**config.mk**
```make
export PLATFORM = sky130hd
export DESIGN_NAME = heap_sorter_top
export DESIGN_NICKNAME = d
export VERILOG_FILES = /design/src/sv/hs_pkg.sv /design/src/sv/hs_datapath.sv /design/src/sv/hs_ctrl.sv /design/src/sv/heap_sorter_top.sv
export VERILOG_INCLUDE_DIRS = /design/src /design/src/sv
export SDC_FILE = /design/constraint.sdc
export NUM_CORES = 2
export LEC_CHECK = 0
export BUFFER_PORTS_ARGS = -buffer_cell sky130_fd_sc_hd__buf_2
export CORE_MARGIN = 2
export CORE_UTILIZATION = 45
export DETAILED_ROUTE_END_ITERATION = 16
export GPL_TIMING_DRIVEN = 0
export SKIP_LAST_GASP = 1
export SLEW_MARGIN = 0
export SYNTH_ARGS = -nofsm -noshare
export SYNTH_HDL_FRONTEND = slang
export SYNTH_SLANG_ARGS = --single-unit
```
**constraint.sdc**
```tcl
create_clock -name clk -period 7.8 [get_ports clk]
set_input_delay 0.39 -clock clk [delete_from_list [all_inputs] [get_ports clk]]
set_output_delay 0.39 -clock clk [all_outputs]
set_load 0.02 [all_outputs]
```
**src/sv/heap_sorter_top_macros.svh**
```systemverilog
// Assertion macros of the heap sorter top level.
`ifndef HEAP_SORTER_TOP_MACROS_SVH
`define HEAP_SORTER_TOP_MACROS_SVH

// Same-cycle implication, checked on the rising edge of clk outside reset.
`define HS_ASSERT_NOW(label, ante, cons, msg) \
    label: assert property (@(posedge clk) disable iff (!rst_n) (ante) |-> (cons)) \
        else $error(msg);

// Next-cycle implication, checked on the rising edge of clk outside reset.
`define HS_ASSERT_NEXT(label, ante, cons, msg) \
    label: assert property (@(posedge clk) disable iff (!rst_n) (ante) |=> (cons)) \
        else $error(msg);

`endif

```
**src/sv/hs_pkg.sv**
```systemverilog
// Shared types and constants of the heap sorter.
`timescale 1ns / 1ps

package hs_pkg;

    localparam int DATA_W = 32;

    // Datapath operation requested by the controller for the current cycle.
    typedef enum logic [3:0] {
        OP_IDLE,
        OP_LOAD,
        OP_B_NEXT,
        OP_KEY,
        OP_SIFT_L,
        OP_SIFT_R,
        OP_SIFT_CMP,
        OP_X_NEXT,
        OP_X_TOP,
        OP_X_KEY,
        OP_X_PUT,
        OP_O_RD,
        OP_O_LOAD
    } hs_op_t;

    typedef struct packed {
        hs_op_t op;
    } hs_cmd_t;

    typedef struct packed {
        logic i_zero;     // loop index has reached zero
        logic lc_over;    // left child lies beyond the heap bound
        logic rc_ok;      // right child lies inside the heap bound
        logic descend_r;  // key is below the only child
        logic descend_c;  // key is below the larger of two children
        logic out_free;   // result register can take a word this cycle
        logic out_last;   // word being read is the last one of the run
    } hs_status_t;

endpackage

```
**src/sv/hs_datapath.sv**
```systemverilog
// Heap sorter datapath: element memory, sift registers and result register.
`timescale 1ns / 1ps

module hs_datapath #(
    parameter int MAX_ELEMENTS = 64
) (
    input  logic                             clk,
    input  logic                             rst_n,
    input  hs_pkg::hs_cmd_t                  cmd,
    output hs_pkg::hs_status_t               stat,
    input  logic signed [hs_pkg::DATA_W-1:0] value,
    input  logic                             last,
    output logic signed [hs_pkg::DATA_W-1:0] sorted_value,
    output logic                             final_res,
    output logic                             overflow,
    output logic                             result_valid,
    input  logic                             result_ready
);
    import hs_pkg::*;

    localparam int AW = (MAX_ELEMENTS > 1) ? $clog2(MAX_ELEMENTS) : 1;
    localparam int CW = $clog2(MAX_ELEMENTS + 1);
    localparam int IW = AW + 2;
    localparam logic [CW-1:0] MAX_CNT = CW'(MAX_ELEMENTS);

    logic [DATA_W-1:0]        mem [MAX_ELEMENTS];
    logic signed [DATA_W-1:0] rd_data_reg;
    logic                     wr_en;
    logic [AW-1:0]            wr_addr;
    logic [DATA_W-1:0]        wr_data;
    logic                     rd_en;
    logic [AW-1:0]            rd_addr;

    logic [CW-1:0]            count_reg, count_next;
    logic                     dropped_reg, dropped_next;
    logic                     res_valid_reg, res_valid_next;
    logic [CW-1:0]            n_reg, n_next;
    logic [AW-1:0]            i_reg, i_next;
    logic [AW-1:0]            hole_reg, hole_next;
    logic [AW-1:0]            bound_reg, bound_next;
    logic [AW-1:0]            k_reg, k_next;
    logic signed [DATA_W-1:0] key_reg, key_next;
    logic signed [DATA_W-1:0] lcv_reg, lcv_next;
    logic signed [DATA_W-1:0] top_reg, top_next;
    logic signed [DATA_W-1:0] res_value_reg, res_value_next;
    logic                     res_final_reg, res_final_next;
    logic                     res_ovf_reg, res_ovf_next;

    logic [IW-1:0]            lc;
    logic [IW-1:0]            rc;
    logic [IW-1:0]            bound_ext;
    logic                     take_r;
    logic signed [DATA_W-1:0] big_val;
    logic [AW-1:0]            big_idx;
    logic [CW-1:0]            load_count;

    // Child indices of the vacant node.
    assign lc        = {1'b0, hole_reg, 1'b1};
    assign rc        = lc + IW'(1);
    assign bound_ext = IW'(bound_reg);

    assign take_r  = lcv_reg < rd_data_reg;
    assign big_val = take_r ? rd_data_reg : lcv_reg;
    assign big_idx = take_r ? rc[AW-1:0] : lc[AW-1:0];

    assign load_count = (count_reg != MAX_CNT) ? count_reg + CW'(1) : count_reg;

    always_comb
    begin
        stat.i_zero    = (i_reg == '0);
        stat.lc_over   = (lc > bound_ext);
        stat.rc_ok     = (lc < bound_ext);
        stat.descend_r = (key_reg < rd_data_reg);
        stat.descend_c = (key_reg < big_val);
        stat.out_free  = !res_valid_reg || result_ready;
        stat.out_last  = (CW'(k_reg) == n_reg - CW'(1));
    end

    always_comb
    begin
        wr_en          = 1'b0;
        wr_addr        = hole_reg;
        wr_data        = key_reg;
        rd_en          = 1'b0;
        rd_addr        = lc[AW-1:0];
        count_next     = count_reg;
        dropped_next   = dropped_reg;
        n_next         = n_reg;
        i_next         = i_reg;
        hole_next      = hole_reg;
        bound_next     = bound_reg;
        k_next         = k_reg;
        key_next       = key_reg;
        lcv_next       = lcv_reg;
        top_next       = top_reg;
        res_value_next = res_value_reg;
        res_final_next = res_final_reg;
        res_ovf_next   = res_ovf_reg;
        res_valid_next = res_valid_reg && !result_ready;

        case (cmd.op)
            OP_LOAD:
            begin
                if (count_reg != MAX_CNT)
                begin
                    wr_en   = 1'b1;
                    wr_addr = count_reg[AW-1:0];
                    wr_data = value;
                end
                else
                begin
                    dropped_next = 1'b1;
                end
                count_next = load_count;
                if (last)
                begin
                    n_next = load_count;
                    i_next = AW'(load_count >> 1);
                end
            end
            OP_B_NEXT:
            begin
                if (i_reg != '0)
                begin
                    rd_en      = 1'b1;
                    rd_addr    = i_reg - AW'(1);
                    hole_next  = i_reg - AW'(1);
                    i_next     = i_reg - AW'(1);
                    bound_next = AW'(n_reg - CW'(1));
                end
                else
                begin
                    i_next = AW'(n_reg - CW'(1));
                end
            end
            OP_KEY:
            begin
                key_next = rd_data_reg;
            end
            OP_SIFT_L:
            begin
                if (lc > bound_ext)
                begin
                    wr_en = 1'b1;
                end
                else
                begin
                    rd_en   = 1'b1;
                    rd_addr = lc[AW-1:0];
                end
            end
            OP_SIFT_R:
            begin
                lcv_next = rd_data_reg;
                if (lc < bound_ext)
                begin
                    rd_en   = 1'b1;
                    rd_addr = rc[AW-1:0];
                end
                else if (key_reg < rd_data_reg)
                begin
                    wr_en     = 1'b1;
                    wr_data   = rd_data_reg;
                    hole_next = lc[AW-1:0];
                end
                else
                begin
                    wr_en = 1'b1;
                end
            end
            OP_SIFT_CMP:
            begin
                wr_en = 1'b1;
                if (key_reg < big_val)
                begin
                    wr_data   = big_val;
                    hole_next = big_idx;
                end
            end
            OP_X_NEXT:
            begin
                k_next = '0;
                if (i_reg != '0)
                begin
                    rd_en   = 1'b1;
                    rd_addr = '0;
                end
            end
            OP_X_TOP:
            begin
                top_next = rd_data_reg;
                rd_en    = 1'b1;
                rd_addr  = i_reg;
            end
            OP_X_KEY:
            begin
                key_next   = rd_data_reg;
                hole_next  = '0;
                bound_next = i_reg - AW'(1);
            end
            OP_X_PUT:
            begin
                wr_en   = 1'b1;
                wr_addr = i_reg;
                wr_data = top_reg;
                i_next  = i_reg - AW'(1);
            end
            OP_O_RD:
            begin
                rd_en   = 1'b1;
                rd_addr = k_reg;
            end
            OP_O_LOAD:
            begin
                if (stat.out_free)
                begin
                    res_value_next = rd_data_reg;
                    res_final_next = stat.out_last;
                    res_ovf_next   = dropped_reg;
                    res_valid_next = 1'b1;
                    k_next         = k_reg + AW'(1);
                    if (stat.out_last)
                    begin
                        count_next   = '0;
                        dropped_next = 1'b0;
                    end
                end
            end
            default:
            begin
            end
        endcase
    end

    // Element memory: one write port, one registered read port.
    always_ff @(posedge clk)
    begin
        if (wr_en)
        begin
            mem[wr_addr] <= wr_data;
        end
        if (rd_en)
        begin
            rd_data_reg <= mem[rd_addr];
        end
    end

    always_ff @(posedge clk or negedge rst_n)
    begin
        if (!rst_n)
        begin
            count_reg     <= '0;
            dropped_reg   <= 1'b0;
            res_valid_reg <= 1'b0;
        end
        else
        begin
            count_reg     <= count_next;
            dropped_reg   <= dropped_next;
            res_valid_reg <= res_valid_next;
        end
    end

    always_ff @(posedge clk)
    begin
        n_reg         <= n_next;
        i_reg         <= i_next;
        hole_reg      <= hole_next;
        bound_reg     <= bound_next;
        k_reg         <= k_next;
        key_reg       <= key_next;
        lcv_reg       <= lcv_next;
        top_reg       <= top_next;
        res_value_reg <= res_value_next;
        res_final_reg <= res_final_next;
        res_ovf_reg   <= res_ovf_next;
    end

    assign sorted_value = res_value_reg;
    assign final_res    = res_final_reg;
    assign overflow     = res_ovf_reg;
    assign result_valid = res_valid_reg;

endmodule

```
**src/sv/hs_ctrl.sv**
```systemverilog
// Heap sorter controller: sequences loading, heap build, extraction and output.
`timescale 1ns / 1ps

module hs_ctrl (
    input  logic               clk,
    input  logic               rst_n,
    input  logic               elem_valid,
    input  logic               last,
    output logic               elem_ready,
    output hs_pkg::hs_cmd_t    cmd,
    input  hs_pkg::hs_status_t stat
);
    import hs_pkg::*;

    typedef enum logic [11:0] {
        ST_LOAD     = 12'b0000_0000_0001,
        ST_B_NEXT   = 12'b0000_0000_0010,
        ST_KEY      = 12'b0000_0000_0100,
        ST_SIFT_L   = 12'b0000_0000_1000,
        ST_SIFT_R   = 12'b0000_0001_0000,
        ST_SIFT_CMP = 12'b0000_0010_0000,
        ST_X_NEXT   = 12'b0000_0100_0000,
        ST_X_TOP    = 12'b0000_1000_0000,
        ST_X_KEY    = 12'b0001_0000_0000,
        ST_X_PUT    = 12'b0010_0000_0000,
        ST_O_RD     = 12'b0100_0000_0000,
        ST_O_LOAD   = 12'b1000_0000_0000
    } hs_state_t;

    hs_state_t state_reg, state_next;
    logic      extract_reg, extract_next;
    hs_state_t sift_exit;

    // A finished sift returns to the loop that started it.
    assign sift_exit = extract_reg ? ST_X_PUT : ST_B_NEXT;

    always_comb
    begin
        state_next   = state_reg;
        extract_next = extract_reg;
        cmd.op       = OP_IDLE;
        elem_ready   = 1'b0;

        unique case (state_reg)
            ST_LOAD:
            begin
                elem_ready = 1'b1;
                if (elem_valid)
                begin
                    cmd.op = OP_LOAD;
                    if (last)
                    begin
                        state_next   = ST_B_NEXT;
                        extract_next = 1'b0;
                    end
                end
            end
            ST_B_NEXT:
            begin
                cmd.op = OP_B_NEXT;
                if (stat.i_zero)
                begin
                    state_next   = ST_X_NEXT;
                    extract_next = 1'b1;
                end
                else
                begin
                    state_next = ST_KEY;
                end
            end
            ST_KEY:
            begin
                cmd.op     = OP_KEY;
                state_next = ST_SIFT_L;
            end
            ST_SIFT_L:
            begin
                cmd.op     = OP_SIFT_L;
                state_next = stat.lc_over ? sift_exit : ST_SIFT_R;
            end
            ST_SIFT_R:
            begin
                cmd.op = OP_SIFT_R;
                if (stat.rc_ok)
                begin
                    state_next = ST_SIFT_CMP;
                end
                else
                begin
                    state_next = stat.descend_r ? ST_SIFT_L : sift_exit;
                end
            end
            ST_SIFT_CMP:
            begin
                cmd.op     = OP_SIFT_CMP;
                state_next = stat.descend_c ? ST_SIFT_L : sift_exit;
            end
            ST_X_NEXT:
            begin
                cmd.op     = OP_X_NEXT;
                state_next = stat.i_zero ? ST_O_RD : ST_X_TOP;
            end
            ST_X_TOP:
            begin
                cmd.op     = OP_X_TOP;
                state_next = ST_X_KEY;
            end
            ST_X_KEY:
            begin
                cmd.op     = OP_X_KEY;
                state_next = ST_SIFT_L;
            end
            ST_X_PUT:
            begin
                cmd.op     = OP_X_PUT;
                state_next = ST_X_NEXT;
            end
            ST_O_RD:
            begin
                cmd.op     = OP_O_RD;
                state_next = ST_O_LOAD;
            end
            ST_O_LOAD:
            begin
                cmd.op = OP_O_LOAD;
                if (stat.out_free)
                begin
                    state_next = stat.out_last ? ST_LOAD : ST_O_RD;
                end
            end
            default:
            begin
                state_next = ST_LOAD;
            end
        endcase
    end

    always_ff @(posedge clk or negedge rst_n)
    begin
        if (!rst_n)
        begin
            state_reg   <= ST_LOAD;
            extract_reg <= 1'b0;
        end
        else
        begin
            state_reg   <= state_next;
            extract_reg <= extract_next;
        end
    end

endmodule

```
**src/sv/heap_sorter_top.sv**
```systemverilog
// Heap sorter top level: controller, datapath and interface checks.
//
//  Channel   Direction  Handshake                  Fields
//  element   in         elem_valid / elem_ready    value[31:0] signed, last
//  result    out        result_valid/result_ready  sorted_value[31:0] signed, final_res,
//                                                  overflow
//
// Elements load at one word per cycle while the block is collecting a set.
// After a word with last, the sort runs with elem_ready low: each heap level of a
// sift steps through ST_SIFT_L, ST_SIFT_R and, when both children lie in the heap,
// ST_SIFT_CMP on the single registered memory read port; results then leave one
// word per pass through ST_O_RD and ST_O_LOAD. Reset clears the element count,
// the overflow flag, the controller and the result valid; the memory is not cleared.
// A stalled result holds its register; the next set loads while the last word waits.
`timescale 1ns / 1ps
`include "heap_sorter_top_macros.svh"

module heap_sorter_top #(
    parameter int MAX_ELEMENTS = 64
) (
    input  logic                             clk,
    input  logic                             rst_n,
    input  logic                             elem_valid,
    output logic                             elem_ready,
    input  logic signed [hs_pkg::DATA_W-1:0] value,
    input  logic                             last,
    output logic                             result_valid,
    input  logic                             result_ready,
    output logic signed [hs_pkg::DATA_W-1:0] sorted_value,
    output logic                             final_res,
    output logic                             overflow
);
    import hs_pkg::*;

    // Command and status between the controller and the datapath.
    hs_cmd_t    cmd;
    hs_status_t stat;

    // The controller sequences the build and extraction loops; it never touches data,
    // it only reacts to elem_valid, last and the status flags of the datapath.
    hs_ctrl u_ctrl (
        .clk        (clk),
        .rst_n      (rst_n),
        .elem_valid (elem_valid),
        .last       (last),
        .elem_ready (elem_ready),
        .cmd        (cmd),
        .stat       (stat)
    );

    // The datapath holds the element memory, the vacant-node sift registers
    // and the result register that parts the sorter from its consumer.
    hs_datapath #(
        .MAX_ELEMENTS (MAX_ELEMENTS)
    ) u_datapath (
        .clk          (clk),
        .rst_n        (rst_n),
        .cmd          (cmd),
        .stat         (stat),
        .value        (value),
        .last         (last),
        .sorted_value (sorted_value),
        .final_res    (final_res),
        .overflow     (overflow),
        .result_valid (result_valid),
        .result_ready (result_ready)
    );

    // A word with last ends collection: the sort starts in the next cycle.
    `HS_ASSERT_NEXT(a_last_stops_input, elem_valid && elem_ready && last, !elem_ready, "input still open after last word")

    // Result words appear only out of the output load step.
    `HS_ASSERT_NOW(a_result_source, $rose(result_valid), $past(cmd.op == OP_O_LOAD), "result valid rose outside output load")

    // Loading the final word of a run reopens the input in the next cycle.
    `HS_ASSERT_NEXT(a_final_reopens, cmd.op == OP_O_LOAD && stat.out_free && stat.out_last, elem_ready, "input not reopened after final word")

endmodule

```
==> impl_metrics.tcl <==
set metrics [dict create \
    outcome "complete, no violations" \
    fmax_ghz 0.131 \
    clkTransAtPathRegs_ns 0.06 \
    final_common_cell "edfxtp_1" \
    worstSkewPairLatency_ns 0.91 \
    syn_avg_cell_area_um2 13.1 \
    slew_viol_final 0 \
    num-nets-final 7788 \
    cap_violations 0 \
    grt_setup_unrepaired "no" \
    required_ns 8.51 \
    power.share.combinational 0.163 \
    synthSimpleGateAreaFrac 0.150 \
    synthCells 7170 \
    peakVddDrop_uv 275 \
    track_usage 0.288 \
    via_per_inst 5.99 \
    area_growth_pct 16.7 \
    antenna_found_initial 13 \
    ys_seq_area_frac 0.724 \
    drt_first_iter_violations 8909 \
    synth_xor_area_frac 0.00252 \
    max-slew-margin-rel 0.0369 \
    min_delay_path_depth 5 \
    synth-async-reset-ratio 0.00972 \
    fin_skew_ns 0.0521 \
    ys_warn_count 0 \
    hold_path_class "in2reg" \
    totalWireLength_mm 309 \
    internal_power_uw 22100 \
    largest_reg_flops 2048 \
    hold_viol 0 \
    synth-seq-cells 2263 \
    critPathArrivalTime_ns 8.34 \
    p_leak_uw 0.0381 \
    drc 0 \
    cts_tree "done" \
    dr.pass1.iters 8 \
    crit_start "u_datapath.rd_data_reg[19]$_DFFE_PP_" \
    ys.flop_type "edfxtp_1" \
    setup_violations 0 \
    gp_congestion 1.04 \
    rows 167 \
    grt_overflow 0 \
    yosysUniqueCellTypes 84 \
    grt_first_pass_wirelength_mm 436 \
    rr_startpoint "u_datapath.rd_data_reg[19]$_DFFE_PP_" \
    r2r_slack_ns 0.17 \
    synth_compound_area_frac 0.0748 \
    final_layout_size_suffix_gt1_frac 0.130 \
    num_vias 63800 \
    fillers 17200 \
    min_period_over_period 0.979 \
    start_util 0.453 \
    final_cell_mix "2,241 x edfxtp_1, 1,961 x nand2_1, 691 x nand3_1" \
    antenna_left 0 \
    dieArea_um2 212000 \
    swShare 0.281 \
    synth_edf_count 2241 \
    cts_root_buf "clkbuf_16" \
    synth-adder-area-share 0.0139 \
    timing.rr.end "u_datapath.mem[24][0]$_DFFE_PP_" \
    synthMuxAreaShare 0.00961 \
    start_kind "register" \
    synth_top_family_by_area "simple AND/OR/NAND/NOR gates" \
    crit_type "reg2reg" \
    endpoint_kind "register" \
    cts-buffers-inserted 230 \
    grt_pass1_vias 60500 \
    cts_max_level 4 \
    die_y_um 460 \
    grt_max_degree 42 \
    p_per_area_nw_per_um2 280 \
    core_area_um2 207000 \
    regMostFlops "u_datapath.mem" \
    avgRoutedWirePerCell_um 29.0 \
    netlist_area_um2 93800 \
    syn_nets 7311 \
    period_needed_ns 7.63 \
    pwr-share-seq 0.473 \
    setup_tns_ns 0 \
    hp-start "elem_valid" \
    p_switching_uw 8610 \
    ios 73 \
    reg2reg_depth 24 \
    clk_path_buf_depth 3 \
    p_clk_frac 0.364 \
    tightest_slew_ns 1.43 \
    dp_hpwl_mm 219 \
    crit_fanout 30 \
    fin_hold_ws_ns 0.121 \
    numPortBuffers 72 \
    dieWidth_um 460 \
    clock_sinks 2263 \
    min_to "u_datapath.count_reg[1]$_DFFE_PN0P_" \
]
==> routing by layer <==
layer	GRT usage	wire (µm)	vias up	share of wire
met1	0.400	123000	31900	0.40
met2	0.440	139000	3560	0.45
met5	0	52	-	0.00017
met4	0.136	15700	8	0.051
li1	-	-	27800	-
met3	0.0514	31000	587	0.10
==> timing repair <==
action | CTS | global route
hold buffers | 4 | 0
gates cloned | 0 | 2
resized for setup | 4 | 8
setup buffers | 7 | 26
endpoints found under the setup margin | 2051 | 1260
pin swaps | 2 | 8
hold endpoints to repair | 30 | 0
==> critical path, stage by stage, from the launching register on <==
cell and delay (ns):
edfxtp_1 0.61, inv_1 0.13, ha_1 0.34, a21oi_1 0.15, o21ai_0 0.27, a211oi_2 0.48
o221ai_1 0.30, o21ai_1 0.18, clkbuf_2 0.37, clkbuf_2 0.41, mux2i_1 0.30, ha_1 0.29
a2111oi_0 0.38, o21ai_0 0.15, o21a_1 0.16, a21o_1 0.18, a211oi_1 0.34, nor4_1 0.12
a2bb2oi_1 0.16, mux2i_1 0.34, clkbuf_1 0.49, o21ai_1 0.23, a21oi_4 0.57, buf_16 0.24
buf_16 0.18
==> kinds of logic after synthesis <==
kind of cell | after synthesis
AOI/OAI and AO/OA | 927
xor gates and xnor gates | 27
adders and majority gates | 104
buffers and inverters | 547
DFF | 2263
muxes | 65
and+or+nand+nor | 3237
==> power by group through the flow <==
| stage | combinational (µW) | clock [µW] | sequential [µW] |
|---|---|---|---|
| floorplan | 2060 | 0 | 14800 |
| global placement | 4010 | 0 | 15100 |
| detailed placement | 4730 | 0 | 14800 |
| CTS | 4770 | 11200 | 14500 |
| global route | 5180 | 11700 | 14500 |
| finish | 5010 | 11200 | 14500 |
==> worst max path at each step <==
stage	slack, ns	cells after the start	to
floorplan	0.49	22	u_datapath.mem[0][17]$_DFFE_PP_
global placement	-6.36	24	u_datapath.mem[6][13]$_DFFE_PP_
detailed placement	-0.79	24	u_datapath.mem[18][17]$_DFFE_PP_
CTS	0.02	25	u_datapath.mem[19][19]$_DFFE_PP_
global route	0.03	22	u_datapath.mem[34][16]$_DFFE_PP_
finish	0.17	24	u_datapath.mem[24][0]$_DFFE_PP_
==> synthesized netlist by cell type (all sizes together), types with 88 or more instances <==
library cell,instances,share of area
buf,261,0.014
clkbuf,197,0.0079
nand3,691,0.037
ha,104,0.014
a21oi,143,0.0076
nor2,202,0.0083
a31oi,246,0.016
nand2,1961,0.078
inv,88,0.0035
edfxtp,2241,0.72
and3,256,0.017
==> area by class of cell <==
type	instances	area (µm²)	share of cell area
multi-input cells	4362	24400	0.223
inverters	89	334	0.00305
well taps	2788	3490	0.0319
clock inverters	165	1640	0.0150
repair buffers	243	3650	0.0334
clock buffers	267	5940	0.0542
diodes	14	35.0	0.000320
flip-flops and latches	2263	67800	0.620
plain buffers	458	2090	0.0191
==> through the flow <==
step                       util  cells  setup WS (ns)  cell area, µm²  power [µW]
after floorplan               -   7170          0.490           93800       16900
after global placement    0.471  10000          -6.36           97600       19100
after detailed placement  0.489  10200         -0.787          101000       19500
after CTS                 0.527  10600         0.0208          109000       30500
after global routing      0.528  10600         0.0255          109000       31400
final                     0.529  10600          0.166          109000       30700
(Power assumes the default switching activity.)
